**src/sv/lltk_divider_stage.sv**
```systemverilog
// One restoring-division step: develops a single quotient bit.
module lltk_divider_stage #(
    parameter int unsigned NumW = 32
) (
    input  logic            i_clk,
    input  logic [NumW-1:0] i_rem,
    input  logic [NumW-1:0] i_num,
    input  logic [NumW-1:0] i_quo,
    input  logic [NumW-1:0] i_div,
    input  logic [5:0]      i_bit,
    output logic [NumW-1:0] o_rem,
    output logic [NumW-1:0] o_num,
    output logic [NumW-1:0] o_quo,
    output logic [NumW-1:0] o_div
);
    logic [NumW:0] n_trial;
    logic [NumW:0] n_sub;
    logic [NumW-1:0] r_rem, r_num, r_quo, r_div;

    always_comb begin
        n_trial = {i_rem, i_num[NumW-1]};
        n_sub = n_trial - {1'b0, i_div};
    end

    always_ff @(posedge i_clk) begin
        r_num <= {i_num[NumW-2:0], 1'b0};
        r_div <= i_div;
        if (!n_sub[NumW]) begin
            r_rem <= n_sub[NumW-1:0];
            r_quo <= i_quo | (NumW'(1) << i_bit);
        end else begin
            r_rem <= n_trial[NumW-1:0];
            r_quo <= i_quo;
        end
    end

    assign o_rem = r_rem;
    assign o_num = r_num;
    assign o_quo = r_quo;
    assign o_div = r_div;
endmodule

```
**src/sv/lltk_divider.sv**
```systemverilog
// Pipelined restoring divider, one quotient bit per stage.
module lltk_divider #(
    parameter int unsigned NumW = 32
) (
    input  logic            i_clk,
    input  logic [NumW-1:0] i_num,
    input  logic [NumW-1:0] i_div,
    output logic [NumW-1:0] o_quo
);
    logic [NumW-1:0] w_rem [NumW+1];
    logic [NumW-1:0] w_num [NumW+1];
    logic [NumW-1:0] w_quo [NumW+1];
    logic [NumW-1:0] w_div [NumW+1];

    assign w_rem[0] = '0;
    assign w_num[0] = i_num;
    assign w_quo[0] = '0;
    assign w_div[0] = i_div;

    for (genvar g = 0; g < NumW; g++) begin : g_stage
        lltk_divider_stage #(.NumW(NumW)) u_stage (
            .i_clk(i_clk),
            .i_rem(w_rem[g]), .i_num(w_num[g]), .i_quo(w_quo[g]), .i_div(w_div[g]),
            .i_bit(6'(NumW - 1 - g)),
            .o_rem(w_rem[g+1]), .o_num(w_num[g+1]), .o_quo(w_quo[g+1]),
            .o_div(w_div[g+1])
        );
    end

    assign o_quo = w_quo[NumW];
endmodule

```
**config.mk**
```make
export PLATFORM = sky130hd
export DESIGN_NAME = lltk_divider
export DESIGN_NICKNAME = d
export VERILOG_FILES = /design/src/sv/lltk_divider_stage.sv /design/src/sv/lltk_divider.sv
export SDC_FILE = /design/constraint.sdc
export NUM_CORES = 2
export LEC_CHECK = 0
export CELL_PAD_IN_SITES_DETAIL_PLACEMENT = 1
export CELL_PAD_IN_SITES_GLOBAL_PLACEMENT = 1
export CORE_MARGIN = 2
export CORE_UTILIZATION = 55
export CTS_CLUSTER_SIZE = 30
export DETAILED_ROUTE_END_ITERATION = 10
export DONT_BUFFER_PORTS = 1
export PLACE_DENSITY_LB_ADDON = 0.1
export REMOVE_ABC_BUFFERS = 1
export SLEW_MARGIN = 20
export SYNTH_ARGS = -nofsm -noshare
export SYNTH_HDL_FRONTEND = slang
export SYNTH_SLANG_ARGS = --single-unit
```
**constraint.sdc**
```tcl
create_clock -name i_clk -period 8.9 [get_ports i_clk]
set_input_delay 0.445 -clock i_clk [delete_from_list [all_inputs] [get_ports i_clk]]
set_output_delay 0.445 -clock i_clk [all_outputs]
set_load 0.02 [all_outputs]
```
-- After elaboration in Yosys (flattened, before gate mapping)
Cells that the tools add are included.
- $add $sub $neg: 32
- multiply operators: 0
- divide/modulo/power cells: 0
- $lt $le $gt $ge: 0
- equal/unequal tests: 0
- shift operators: 0
- multiplexer cells: 32
- bitwise gates (word level): 0
- reductions and logical operators: 0
- operators by type and width (kind ; count):
    $sub 33x32->33 ; 31
    $mux 32 ; 31
    $sub 1x32->33 ; 1
    $mux 1 ; 1
- register bits after elaboration: 3504
- bits in latches: 0
- bits in writable memories: 0
- memory bits (read-only): 0
- logic and storage cells: 221
- memories: 0

-- Logic depth before layout (Yosys ltp)
- depth after elaboration: 2
- mapped depth: 16

-- By module
From an unflattened synthesis, not the netlist that was laid out.
- cells, all modules: 16254
- area total of the unflattened synthesis: 164806.8 um^2
- modules (own cells, without submodules) (module ; times used ; cells each ; area each (um^2)):
    lltk_divider_stage (g_stage[19].u_stage ...) ; 22 ; 501 ; 5156.2
    lltk_divider_stage (g_stage[12].u_stage ...) ; 7 ; 520 ; 5126.2
    lltk_divider_stage (g_stage[10].u_stage ...) ; 2 ; 531 ; 5162.5
    lltk_divider_stage (g_stage[0].u_stage) ; 1 ; 528 ; 5154.9
    lltk_divider ; 1 ; 2 ; 7.5

-- Least setup slack after synthesis
No wires, ideal clock.
- kind: flip-flop to flip-flop
- start point: register g_stage[18].u_stage.r_num[31]
- end point: register g_stage[19].u_stage.r_rem[26]
- setup time: 0.121 ns
- data arrival time: 3.406 ns
- slack: 5.373 ns
- stages on the path, launching flop included: 16
- buffers on the path: 1
- clock period less this slack: 3.527 ns
- path through: dfxtp_1 inv_1 ha_1 fa_1 nand2b_1 a21o_1 a31oi_1 a21o_1 a21oi_1 o21ai_1 o21ai_1 o21a_1 or4b_1 nand4_2 buf_4 mux2_2
- longest elaborated chain between the ends: 2
- RTL lines (what ; line ; RTL):
    from (decl) ; lltk_divider_stage.sv:18 ; logic [NumW-1:0] r_rem, r_num, r_quo, r_div;
    from (signal assigned) ; lltk_divider_stage.sv:26 ; r_num <= {i_num[NumW-2:0], 1'b0};
    $sub 33x32->33 ; lltk_divider_stage.sv:22 ; n_sub = n_trial - {1'b0, i_div};
    $mux 32 ; lltk_divider_stage.sv:28 ; if (!n_sub[NumW]) begin
    to (signal assigned) ; lltk_divider_stage.sv:29 ; r_rem <= n_sub[NumW-1:0];
    to (signal assigned) ; lltk_divider_stage.sv:32 ; r_rem <= n_trial[NumW-1:0];
    to (decl) ; lltk_divider_stage.sv:18 ;
Every way passes these cells.
A chain may end at the register's enable or synchronous reset.

-- Worst setup path in the final report
- start point: register g_stage[11].u_stage.r_div[2]
- end point: register g_stage[12].u_stage.r_rem[13]
- longest elaborated chain between the ends: 2
- RTL lines (what ; line ; RTL):
    from (decl) ; lltk_divider_stage.sv:18 ;
    from (signal assigned) ; lltk_divider_stage.sv:27 ; r_div <= i_div;
    $sub 33x32->33 ; lltk_divider_stage.sv:22 ;
    $mux 32 ; lltk_divider_stage.sv:28 ;
    to (signal assigned) ; lltk_divider_stage.sv:29 ;
    to (signal assigned) ; lltk_divider_stage.sv:32 ;
    to (decl) ; lltk_divider_stage.sv:18 ;
Every way passes these cells.

==> flow_summary_export.csv <==
group,metric,value,unit
global_routing,grt_util_all_layers,27.6,%
drt,drt_iter0_drc,3987,
timing,finalHoldViolCount,0,
outcome,status,"finished, final reports clean",
layout,area_growth_syn_to_layout,12.6,%
worst_setup_path,cpMaxStageDelayCell,"a2111oi_0",
synthesis,ys_types,93,
timing,rsz0062_at_grt,"no",
cts,cts.sinks,3008,
synthesis,syn_inst,11800,
floorplan,die_h,474,um
timing,fin_crit_sh,56.1,%
layout,drive_gt1_share,10.2,%
pwr,peakVddDrop,0.000252,V
drt,avgViaCountPerCell,5.57,
cts,cts-root-buf,"clkbuf_16",
synthesis,synth_top_cell_by_area,"dfxtp_1",
worst_setup_path,startpoint_type,"flop",
global_routing,grt_pass1_wl,504000,um
synthesis,synth-seq-cells,3008,
place,place_congestion,0.900,
synthesis,mappedNetlistArea,121000,um2
drt,totalWireLength,314000,um
layout,final_nets,13100,
timing,fmax,200,MHz
drt,drt_first_pass_iters,7,
cts,cts_buffer_depth,4,
flow_run,maxCapViolations,0,
drt,routedWlPerCell,20.7,um
synthesis,synth_top_area_share,49.6,%
cts,htreeDepth,5,
place,port_buffers,0,
floorplan,start_util,55.3,%
global_routing,grt_antenna_before_repair,6,
cts,post_cts_buffers,0,
worst_setup_path,cp_data_required_time,9.68,ns
worst_setup_path,path_max_fanout,20,
synthesis,synth.avg_cell_area,10.3,um2
synthesis,yosysMostFrequentCell,"dfxtp_1",
worst_setup_path,end_kind,"flop",
global_routing,grt_max_degree,66,
place,post-dp-hpwl,220000,um
cts,path_clk_slew,0.08,ns
global_routing,grt_pass1_vias,92400,
worst_hold_path,hold_path_class,"in -> reg",
worst_setup_path,critical_path_arrival,5.77,ns
drt,antenna_left,0,
drt,vias,84400,
timing,setup_viol,0,
timing,fin_setup_tns,0,ns
synthesis,synth-edff-count,0,
cts,cts_tree,"yes",
pwr,total_power,62.6,mW
synthesis,ys_async_sr_fraction,0,%
floorplan,rows,172,
timing,drv_slew,0,
worst_setup_path,crit_chain,"inv_1 > ha_1 > nor2b_1 > o31ai_1 > a31oi_1 > a2111oi_0 > nor2_1 > a41o_1 > a31oi_2 > o21ai_2 > o211ai_4 > buf_16 > mux2_2",
synthesis,ys_top_cells_by_count,"dfxtp_1, inv_1, ha_1, a21oi_1, nand2_1",
pwr,p_per_area,458,nW/um2
cts,cts_made_buffers,324,
pwr,p_leak,64.0,nW
synthesis,synth.area.top_cells,"dfxtp_1, ha_1, mux2_2",
global_routing,grt_overflow,0,
worst_setup_path,worstSetupPathType,"reg -> reg",
timing,skew,0.0991,ns
floorplan,die_x,474,um
timing,relSlewSlack,35.7,%
floorplan,coreArea,220000,um2
synthesis,synth_ff_type,"dfxtp_1",
timing,min_period,5.00,ns
floorplan,ioPinCount,97,
timing,tightest_slew,0.952,ns
drt,remaining_drc_errors,0,
floorplan,dieArea,224000,um2
worst_setup_path,crit_path_max_incr_delay,0.64,ns
cts,clk_latency,0.97,ns
synthesis,seq_area_frac_synth,49.6,%
synthesis,yosys_warnings,0,
[kinds of logic (layout without fill, tap and decap cells)]
logic type                 Yosys count  in the layout  synth area share, %
DFF                               3008           3008                 49.6
other                                1             19              0.00309
xor gates and xnor gates           871            871                 6.33
buffers and inverters             1440           1907                 4.63
adders and majority gates         1023           1023                 10.7
AOI/OAI and AO/OA                 2800           2800                 14.6
and+or+nand+nor                   2007           2007                 7.85
muxes                              666            666                 6.19
[cell type report]
cell class                 count  area [um2]
fill                       23100       82900
sequential                  3008       60200
multi-input combinational   7382       55900
clock buffer                 424        9130
inverter                    1231        4620
tap                         2871        3590
clock inverter               139        1890
timing repair buffer         113        1260
antenna                        4        10.0
[report_power, final]
| group | switching (mW) | total, mW | internal, mW |
|---|---|---|---|
| combinational | 15.3 | 28.4 | 13.1 |
| clock | 5.60 | 14.0 | 8.38 |
| sequential | 2.52 | 20.2 | 17.6 |
[worst max-delay path, delay by kind of cell (launching register included)]
| family | cells | cell delay (ns) |
|---|---|---|
| AOI/OAI and AO/OA | 7 | 2.74 |
| and+or+nand+nor | 2 | 0.47 |
| DFF | 1 | 0.43 |
| adders and majority gates | 1 | 0.42 |
| buffers and inverters | 2 | 0.39 |
| muxes | 1 | 0.34 |
[state kept, by name, indices dropped and copies added, names as in the netlist]
name	flops
g_stage.u_stage.o_rem	992
g_stage.u_stage.o_div	992
g_stage.u_stage.o_quo	528
g_stage.u_stage.o_num	496
[metrics by stage]
step                util [%]  setup slack [ns]  std cells  hold WS, ns  instance area (um2)
finish                  62.2              3.90      15200       0.0646               137000
floorplan                  -              3.97      11600        0.310               120000
global placement        56.7              4.14      14500        0.310               125000
CTS                     62.1              4.10      15200      0.00387               136000
detailed placement      56.8              4.23      14500        0.313               125000
global route            62.2              3.82      15200       0.0127               137000
[what timing repair did]
action / CTS / global route
resized for setup: 0 / 0
hold buffers: 77 / 0
endpoints found under the hold margin: 80 / 0
[cells in the final DEF (no fill, tap or decap), types with 125 or more instances in the layout]
cell          n
a21o_1      482
a21oi_1     860
clkbuf_16   328
dfxtp_1    3008
ha_1        993
inv_1      1231
mux2_2      552
nand2_1     804
nand3_1     143
nor2_1      352
nor2b_1     125
o21ai_0     644
xnor2_1     508
xor2_1      339
[worst paths after layout]
path / slack, ns / cells after the start / start / to
worst max register to register: 3.90 / 13 / g_stage[11].u_stage.o_div[2] / g_stage[12].u_stage.o_rem[13]
worst max-delay path: 3.90 / 13 / g_stage[11].u_stage.o_div[2] / g_stage[12].u_stage.o_rem[13]
worst min register to register: 0.27 / 0 / g_stage[27].u_stage.o_quo[16] / g_stage[28].u_stage.o_quo[16]
worst min-delay path: 0.06 / 1 / i_num[4] / g_stage[0].u_stage.o_num[5]
[layer usage]
layer	GRT usage [%]	routed length (um)	up-vias	share of wire (%)
met5	0	0	-	0
met4	8.52	9500	0	3.0
met3	3.19	8470	651	2.7
met2	50.8	160000	1298	51
met1	33.3	135000	41500	43
li1	-	-	41000	-
No activity file was read; power rests on OpenSTA's default activity.
